==> config.mk <==
export PLATFORM = sky130hd
export DESIGN_NAME = pooled_task_queue_allocator_top
export DESIGN_NICKNAME = d
export VERILOG_FILES = /design/src/hdl/ptqa_pkg.sv /design/src/hdl/pooled_task_queue_allocator_top.sv
export SDC_FILE = /design/constraint.sdc
export NUM_CORES = 1
export LEC_CHECK = 0
export BUFFER_PORTS_ARGS = -buffer_cell sky130_fd_sc_hd__buf_4
export CORE_MARGIN = 10
export CORE_UTILIZATION = 58
export DETAILED_ROUTE_END_ITERATION = 8
export GPL_TIMING_DRIVEN = 0
export PLACE_DENSITY = 0.82
export SYNTH_ARGS = -nofsm -noshare
export SYNTH_HDL_FRONTEND = slang
export SYNTH_SLANG_ARGS = --single-unit
==> constraint.sdc <==
create_clock -name clock -period 10 [get_ports clock]
set_clock_uncertainty 0.15 [all_clocks]
set_input_delay 2 -clock clock [delete_from_list [all_inputs] [get_ports clock]]
set_output_delay 2 -clock clock [all_outputs]
set_load 0.02 [all_outputs]
==> src/hdl/ptqa_pkg.sv <==
// Package for the pooled task queue allocator: pool size, link and tag widths,
// operation and status codes.
// No dependencies.
package ptqa_pkg;

   // Pool size, fixed by the 4-bit handle and 3-bit slot fields
   localparam int SLOTS  = 8;
   localparam int IDX_W  = $clog2(SLOTS);
   localparam int LINK_W = $clog2(SLOTS + 1);
   localparam int CNT_W  = $clog2(SLOTS + 1);
   localparam int TAG_W  = 64;

   // Link value that stands for null
   localparam logic [LINK_W-1:0] NULL_LINK = LINK_W'(SLOTS);

   typedef logic [LINK_W-1:0] link_type;
   typedef logic [TAG_W-1:0]  tag_type;

   typedef enum logic {
      OP_ADD    = 1'b0,
      OP_DELETE = 1'b1
   } op_type;

   typedef enum logic [2:0] {
      ST_OK    = 3'd0,
      ST_BUSY  = 3'd1,
      ST_FULL  = 3'd2,
      ST_NULL  = 3'd3,
      ST_EMPTY = 3'd4,
      ST_NOTQ  = 3'd5
   } status_type;

endpackage

==> src/hdl/pooled_task_queue_allocator_top.sv <==
// An accepted word passes through the request register, then the result register.
// Throughput: one word per cycle while the result side is not stalled.
// Each word reads and updates the link registers in one combinational pass.
// Reset (synchronous, active high) builds the free list 0..SLOTS-1 in order,
// empties the queue and clears both word valid flags; slot tags are not reset.
// Pooled task queue allocator: free-list stack plus doubly linked active queue.
// Depends on ptqa_pkg.
module pooled_task_queue_allocator_top
   import ptqa_pkg::*;
(
   input  logic             clock,
   input  logic             reset,
   input  logic             req_valid,
   output logic             req_stall,
   input  logic             req_operation,
   input  logic [TAG_W-1:0] req_entry_tag,
   input  logic [3:0]       req_slot_handle,
   input  logic             req_printer_busy,
   output logic             rsp_valid,
   input  logic             rsp_stall,
   output logic [2:0]       rsp_status,
   output logic [2:0]       rsp_slot_used,
   output logic [TAG_W-1:0] rsp_removed_tag,
   output logic [3:0]       rsp_queued_count
);

   // Request register
   logic             req_valid_ff;
   op_type           op_ff;
   tag_type          entry_tag_ff;
   logic [3:0]       handle_ff;
   logic             busy_ff;

   // Result register
   logic             rsp_valid_ff;
   status_type       status_ff;
   logic [2:0]       slot_used_ff;
   tag_type          removed_tag_ff;
   logic [3:0]       count_ff;

   // List state
   link_type         next_ff [SLOTS];
   link_type         prev_ff [SLOTS];
   logic [SLOTS-1:0] inq_ff;
   tag_type          tag_ff [SLOTS];
   link_type         free_head_ff;
   link_type         head_ff;
   link_type         tail_ff;
   logic [CNT_W-1:0] size_ff;

   // Next values
   link_type         next_in [SLOTS];
   link_type         prev_in [SLOTS];
   logic [SLOTS-1:0] inq_in;
   link_type         free_head_in;
   link_type         head_in;
   link_type         tail_in;
   logic [CNT_W-1:0] size_in;
   status_type       status_in;
   logic [IDX_W-1:0] slot_in;
   tag_type          removed_tag_in;
   logic             tag_we;
   logic [IDX_W-1:0] tag_idx;
   logic             advance;

   // Move the request word on when the result register is free or draining
   assign advance   = req_valid_ff && (!rsp_valid_ff || !rsp_stall);
   assign req_stall = req_valid_ff && !advance;

   // Request register: take a word whenever it is not stalled
   always_ff @(posedge clock) begin
      if (reset) begin
         req_valid_ff <= 1'b0;
      end else if (!req_stall) begin
         req_valid_ff <= req_valid;
      end
      if (req_valid && !req_stall) begin
         op_ff        <= op_type'(req_operation);
         entry_tag_ff <= req_entry_tag;
         handle_ff    <= req_slot_handle;
         busy_ff      <= req_printer_busy;
      end
   end

   // Work out the status and the list update for the held request
   always_comb begin
      logic [IDX_W-1:0] s;
      logic [IDX_W-1:0] h;
      link_type         p;
      link_type         n;
      next_in        = next_ff;
      prev_in        = prev_ff;
      inq_in         = inq_ff;
      free_head_in   = free_head_ff;
      head_in        = head_ff;
      tail_in        = tail_ff;
      size_in        = size_ff;
      status_in      = ST_OK;
      slot_in        = '0;
      removed_tag_in = '0;
      tag_we         = 1'b0;
      s              = free_head_ff[IDX_W-1:0];
      h              = handle_ff[IDX_W-1:0];
      tag_idx        = s;
      p              = prev_ff[h];
      n              = next_ff[h];
      unique case (op_ff)
         OP_ADD: begin
            priority if (busy_ff) begin
               status_in = ST_BUSY;
            end else if (free_head_ff >= NULL_LINK) begin
               status_in = ST_FULL;
            end else begin
               // pop free head, append at tail
               free_head_in = next_ff[s];
               tag_we       = 1'b1;
               next_in[s]   = NULL_LINK;
               prev_in[s]   = tail_ff;
               if (tail_ff < NULL_LINK) begin
                  next_in[tail_ff[IDX_W-1:0]] = LINK_W'(s);
               end else begin
                  head_in = LINK_W'(s);
               end
               tail_in   = LINK_W'(s);
               inq_in[s] = 1'b1;
               size_in   = size_ff + CNT_W'(1);
               slot_in   = s;
            end
         end
         OP_DELETE: begin
            tag_idx = h;
            priority if (handle_ff == 4'(NULL_LINK)) begin
               status_in = ST_NULL;
            end else if (head_ff >= NULL_LINK) begin
               status_in = ST_EMPTY;
            end else if (handle_ff >= 4'(NULL_LINK) || !inq_ff[h]) begin
               status_in = ST_NOTQ;
            end else begin
               // unlink, then push onto the free head
               if (p < NULL_LINK) begin
                  next_in[p[IDX_W-1:0]] = n;
               end else begin
                  head_in = n;
               end
               if (n < NULL_LINK) begin
                  prev_in[n[IDX_W-1:0]] = p;
               end else begin
                  tail_in = p;
               end
               prev_in[h] = NULL_LINK;
               next_in[h] = free_head_ff;
               if (free_head_ff < NULL_LINK) begin
                  prev_in[free_head_ff[IDX_W-1:0]] = LINK_W'(h);
               end
               free_head_in = LINK_W'(h);
               inq_in[h]    = 1'b0;
               if (size_ff != '0) begin
                  size_in = size_ff - CNT_W'(1);
               end
               slot_in        = h;
               removed_tag_in = tag_ff[h];
            end
         end
         default: begin
            status_in = ST_OK;
         end
      endcase
   end

   // List state: commit the update as the word moves on
   always_ff @(posedge clock) begin
      if (reset) begin
         for (int i = 0; i < SLOTS; i++) begin
            next_ff[i] <= LINK_W'(i + 1);
            prev_ff[i] <= NULL_LINK;
         end
         inq_ff       <= '0;
         free_head_ff <= '0;
         head_ff      <= NULL_LINK;
         tail_ff      <= NULL_LINK;
         size_ff      <= '0;
      end else if (advance) begin
         next_ff      <= next_in;
         prev_ff      <= prev_in;
         inq_ff       <= inq_in;
         free_head_ff <= free_head_in;
         head_ff      <= head_in;
         tail_ff      <= tail_in;
         size_ff      <= size_in;
      end
   end

   // Tag store: written by a successful add
   always_ff @(posedge clock) begin
      if (advance && tag_we) begin
         tag_ff[tag_idx] <= entry_tag_ff;
      end
   end

   // Result register: load on advance, drop once taken
   always_ff @(posedge clock) begin
      if (reset) begin
         rsp_valid_ff <= 1'b0;
      end else if (advance) begin
         rsp_valid_ff <= 1'b1;
      end else if (!rsp_stall) begin
         rsp_valid_ff <= 1'b0;
      end
      if (advance) begin
         status_ff      <= status_in;
         slot_used_ff   <= 3'(slot_in);
         removed_tag_ff <= removed_tag_in;
         count_ff       <= 4'(size_in);
      end
   end

   assign rsp_valid        = rsp_valid_ff;
   assign rsp_status       = status_ff;
   assign rsp_slot_used    = slot_used_ff;
   assign rsp_removed_tag  = removed_tag_ff;
   assign rsp_queued_count = count_ff;

`ifndef SYNTHESIS
   // Queue size tracks the in-queue flags
   a_size_flags: assert property (@(posedge clock) disable iff (reset)
      $countones(inq_ff) == 32'(size_ff))
      else $error("queue size disagrees with in-queue flags");

   // Empty queue has a null head and tail
   a_empty_null: assert property (@(posedge clock) disable iff (reset)
      (size_ff == '0) == (head_ff == NULL_LINK && tail_ff == NULL_LINK))
      else $error("queue head/tail disagree with size");

   // Refused requests report no slot and no tag
   a_refused_clean: assert property (@(posedge clock) disable iff (reset)
      (rsp_valid && rsp_status != ST_OK) |-> (rsp_slot_used == '0 && rsp_removed_tag == '0))
      else $error("refused request carries a slot or tag");

   // A word moved on shows up as a result at the next edge
   a_advance_rsp: assert property (@(posedge clock) disable iff (reset)
      advance |=> rsp_valid)
      else $error("advanced word lost");
`endif

endmodule

; Word-level counts from Yosys, hierarchy flattened
; Memories as Yosys holds them, arrays and structs flattened. A register that Yosys moved wholly into a read port is not among the register bits.
; Cells that the tools add are included.
[op_classes]
magnitude_cmp = 21
n_eq_ne = 10
n_mux = 109
n_reduce_logical = 23
bitwise = 15
add_sub_neg = 2
[ops]
columns = operator, count
row1 = 32-bit two-way mux, 22
row2 = 32-bit bitwise mux, 6
row3 = 4-bit two-way mux, 35
row4 = 32-bit case mux with 2 select lines, 2
row5 = 4-bit demux with 3-bit select, 5
row6 = 24-bit AND, 2
row7 = 24-bit NOT, 2
row8 = 8-bit two-way mux, 5
row9 = 4-bit binary-select mux with 3-bit select, 3
row10 = "4-bit >= comparator, second input constant", 8
row11 = 4-bit case mux with 2 select lines, 4
row12 = 3-bit two-way mux, 9
row13 = 8-bit bitwise OR, 3
row14 = "4-bit by 1-bit less-than comparator with 1-bit output, second input constant", 5
row15 = 3-bit NOT with 4-bit output, 5
row16 = "4-bit less-than comparator, second input constant", 4
row17 = "2-bit != test, second input constant", 8
row18 = 8-bit case mux with 2 select lines, 1
row19 = 3-bit case mux with 2 select lines, 2
row20 = 1-bit logical AND, 11
row21 = 1-bit two-way mux, 10
row22 = 8-bit AND, 1
row23 = "3-bit by 4-bit less-than comparator with 1-bit output, second input constant", 2
row24 = 8-bit NOT, 1
row25 = other kinds (16), 24
[totals]
out_inout_bits = 76
word_cells = 211
ram_bits = 512
mem_count = 1
reg_bits = 170
[mem_list]
columns = name, words, word_bits, rd, rd_ports_with_merged_regs, wr, line_no
row1 = tag_ff, 8, 64, 1, 1, 1, pooled_task_queue_allocator_top.sv:45  ; tag_type tag_ff [SLOTS];

; Logic depth before layout (Yosys ltp)
[depth]
word_depth = 22
depth_mapped = 12
ltp_nobuf = 8

; Worst setup path before layout
; Ideal clock, no wire load.
[synth_path]
kind = input-to-reg
from = input port rsp_stall
to = register prev_ff[21] in the netlist's numbering
setup_time_ns = 0.128
path_slack_ns = 1.844
stages = 8
required_ns = 9.722
t_arrival_ns = 7.878
cell_sequence = nand2_1 > nand2_1 > inv_1 > nand2_1 > nor3_1 > a21oi_1 > a221oi_1 > nor2_1
[synth_via]
elab_chain_len = 4
[synth_rtl]
columns = item, line_no
row1 = from (decl), pooled_task_queue_allocator_top.sv:20  ; input logic rsp_stall,
row2 = 1-bit logical NOT, -
row3 = 1-bit logical OR, pooled_task_queue_allocator_top.sv:67  ; assign advance = req_valid_ff && (!rsp_valid_ff || !rsp_stall);
row4 = 1-bit logical AND, pooled_task_queue_allocator_top.sv:67
row5 = 6-bit AND reduction (no source line), -
row6 = to (signal assigned), pooled_task_queue_allocator_top.sv:184  ; prev_ff <= prev_in;
row7 = to (decl), pooled_task_queue_allocator_top.sv:43  ; link_type prev_ff [SLOTS];
; No other way between the ends.
; A chain may end at the register's enable or synchronous reset.

; Final worst setup path
[layout_path]
from = register handle_ff[1]
to = register removed_tag_ff[12] (netlist: rsp_removed_tag[12]) (read register of tag_ff) (data pin)
[layout_via]
elab_chain_len = 5
[layout_rtl]
columns = item, line_no
row1 = from (decl), pooled_task_queue_allocator_top.sv:31  ; logic [3:0] handle_ff;
row2 = from (signal assigned), pooled_task_queue_allocator_top.sv:80  ; handle_ff <= req_slot_handle;
row3 = 1-bit binary-select mux with 3-bit select, pooled_task_queue_allocator_top.sv:136  ; end else if (handle_ff >= 4'(NULL_LINK) || !inq_ff[h]) begin
row4 = 1-bit two-way mux (not written as such), pooled_task_queue_allocator_top.sv:136
row5 = 1-bit logical NOT, pooled_task_queue_allocator_top.sv:136
row6 = 1-bit logical OR, pooled_task_queue_allocator_top.sv:136
row7 = 4-bit OR reduction (no source line), -
row8 = to (decl), pooled_task_queue_allocator_top.sv:38  ; tag_type removed_tag_ff;
; Parallel ways exist; a longest one is shown, timed or not. The select of a mux whose other input is x is not followed.

==> impl_metrics.csv <==
group,metric,value,unit
power,p_comb_frac,0.056,
floorplanning,dieArea,59800,um^2
flow_run,cap_violations,0,
drt,route.met3.wl,12900,um
logic_synthesis,synth_ff_type,"edfxtp_1",
place,place_inst,2873,
place,portBuffers,149,
min_path,hold_path_class,"flop to flop",
clock_network,numClockSinks,743,
power,p_sw_frac,0.230,
timing,relSlewSlack,0.0352,
final_layout,fillCellCount,3100,
timing,finalCritPeriodShare,0.575,
logic_synthesis,yosys.area.top_type_share,0.674,
floorplanning,core,50000,um^2
power,clockPowerShare,0.429,
grt,grt_pass1_vias,21600,
final_layout,fin_cells,3011,
timing,setup_ws,4.25,ns
place,pre_cts_ws,4.61,ns
clock_network,cts_buffers,75,
logic_synthesis,yosys_warnings,0,
floorplanning,io_pins,150,
place,dp_hpwl,70400,um
setup_path,arrival,5.98,ns
timing,tns,0,ns
power,switching_power,1.55,mW
logic_synthesis,synthesis.nets,2059,
clock_network,cts_max_level,3,
logic_synthesis,syn_area,29200,um^2
logic_synthesis,yosysMostFrequentCell,"edfxtp_1",
power,ir_drop,214,uV
clock_network,cts_tree,"yes",
timing,clock.fmax,174,MHz
timing,rsz0062_at_grt,"false",
place,gp_congestion,0.997,
drt,ant_nets,0,
logic_synthesis,synth_commonest_cells,"edfxtp_1, a22oi_1, clkbuf_1, o21ai_0, nand2_1",
setup_path,regToRegSetupSlack,4.25,ns
timing,fin_hold_ws,0.345,ns
timing,finalCriticalPeriod,5.75,ns
final_layout,fin_util,0.692,
logic_synthesis,ys_seq_area_frac,0.733,
power,p_per_area,194,nW/um^2
grt,antenna_found_initial,4,
setup_path,crit_type,"flop to flop",
logic_synthesis,yosys_register_bits,743,
clock_network,cts_root_buf,"clkbuf_16",
drt,top_layer,"met5",
setup_path,critPathBufInv,5,
floorplanning,rows,82,
grt,grt.total_usage,0.353,
drt,viasPerCell,7.21,
logic_synthesis,synth_cells,1983,
timing,worst_pin_slew,1.45,ns
logic_synthesis,synth_area_leaders,"edfxtp_1, dfxtp_1, a22oi_1, a221oi_1, mux2i_1",
setup_path,crit_family,"buffers and inverters",
grt,gr-total-overflow,0,
run_status,status,"complete, but fails checks",
setup_path,cp_max_fo,10,
drt,route.met2.wl,50100,um
floorplanning,start_util,0.585,
drt,drt_iter0_drc,3173,
clock_network,clkSlewWorstSetupHoldPaths,0.06,ns
clock_network,post_cts_resized,0,
logic_synthesis,async_reset_ff_frac,0,
timing,report.final.slew_viol_count,0,
drt,wl,108000,um
grt,grt_pass1_wl,152000,um
power,seqPwrFrac,0.515,
final_layout,final_net_count,2354,
logic_synthesis,synth.avg_cell_area,14.7,um^2
floorplanning,die_h,245,um
clock_network,cts_setup_buffers,0,
drt,num_vias,21700,
timing,setup_viol,0,
setup_path,crit_top_cell,"buf_1",
setup_path,crit_slowest_cell,"buf_1",
drt,m1WireLength,36800,um
final_layout,syn2layout_area_growth,18.2,%
run_status,violations,"design-rule violations",
clock_network,clock_latency,0.64,ns
logic_synthesis,yosys.area.top_type,"edfxtp_1",
power,p_leak,11.5,nW
setup_path,critPathRequiredTime,10.23,ns
power,cellInternalPower,5.17,mW
floorplanning,die_w,245,um
setup_path,end_kind,"flop",
drt,dr.pass1.iters,9,
setup_path,worstSetupStartpointType,"flop",
drt,routedWlPerCell,35.8,um
grt,grt_max_degree,46,
final_layout,drive_gt1_frac,0.171,
setup_path,path_cells,"buf_2, buf_1, nand2_1, nor2_1, clkbuf_1, buf_1, buf_1, a22oi_1, a31oi_1",
timing,hold_viol,0,
clock_network,clockBufferDepth,3,
logic_synthesis,synth.distinct_cells,60,
drt,drcViolationCount,3,
logic_synthesis,synth_edf_count,656,
setup_path,cp_slowest_stage_delay,0.85,ns
clock_network,hold_buffers,0,
==> cell families after synthesis <==
family          after synthesis  synth area share
compound gates              637             0.153
buf+inv                     159            0.0221
mux                          95            0.0339
simple gates                345            0.0558
xor+xnor                      2          0.000599
fa+ha+maj                     2          0.000856
flops                       743             0.733
==> power by group through the flow <==
stage | Combinational, mW | Sequential, mW | Clock, mW
6_report | 0.373 | 3.46 | 2.88
5_1_grt | 0.382 | 3.46 | 2.99
4_1_cts | 0.361 | 3.46 | 2.88
3_5_place_dp | 0.355 | 3.52 | 0
3_3_place_gp | 0.342 | 3.52 | 0
2_1_floorplan | 0.165 | 3.52 | 0
==> layer usage <==
layer | global-route usage | up-vias
li1 | - | 8608
met1 | 0.423 | 10600
met2 | 0.559 | 2005
met3 | 0.0919 | 483
met4 | 0.234 | 6
met5 | 0.00897 | -
==> state kept, by name, summed over array words and instances (netlist names), 8 cells and up <==
| register | cells |
|---|---|
| tag_ff | 512 |
| entry_tag_ff | 64 |
| rsp_removed_tag | 64 |
| next_ff | 32 |
| prev_ff | 32 |
| inq_ff | 8 |
==> placed cells by master, fill, tap and decap left out, drive strengths merged, types with 11 or more instances in the layout <==
master and count:
clkbuf 198, nor2 98, buf 250, a221o 12, mux2i 62, o22ai 23
nor2b 21, clkinv 30, a22o 53, mux2 33, a211oi 13, edfxtp 656
nor4 13, a221oi 91, o21ai 108, nand2 103, dfxtp 87, o31ai 11
a21oi 95, a22oi 114, inv 23, nand3 17, a31oi 50, nor3 39
==> per-stage QoR <==
stage | total power [mW] | cell area [um^2]
finish | 6.71 | 34600
global route | 6.83 | 34600
CTS | 6.69 | 34600
detailed placement | 3.87 | 32100
global placement | 3.86 | 31200
floorplan | 3.69 | 29200
==> cell type report <==
| cell class | instances | area, um^2 | share of cell area |
|---|---|---|---|
| diodes | 1 | 2.50 | 0.0000724 |
| clock inverters | 47 | 507 | 0.0147 |
| well taps | 672 | 841 | 0.0243 |
| repair buffers | 218 | 1940 | 0.0560 |
| flip-flops and latches | 743 | 21400 | 0.620 |
| clock buffers | 90 | 1950 | 0.0565 |
| plain buffers | 140 | 579 | 0.0168 |
| inverters | 19 | 71.3 | 0.00206 |
| multi-input cells | 1081 | 7230 | 0.209 |
==> final timing paths <==
| path | from | to | cells after the start |
|---|---|---|---|
| min | prev_ff[19]$_SDFFE_PP1P_ | prev_ff[19]$_SDFFE_PP1P_ | 1 |
| min reg2reg | prev_ff[19]$_SDFFE_PP1P_ | prev_ff[19]$_SDFFE_PP1P_ | 1 |
| max reg2reg | handle_ff[1]$_DFFE_PP_ | rsp_removed_tag[12]$_SDFFCE_PP0P_ | 9 |
| max | handle_ff[1]$_DFFE_PP_ | rsp_removed_tag[12]$_SDFFCE_PP0P_ | 9 |
Note: power is estimated with default switching activity, not from simulation.
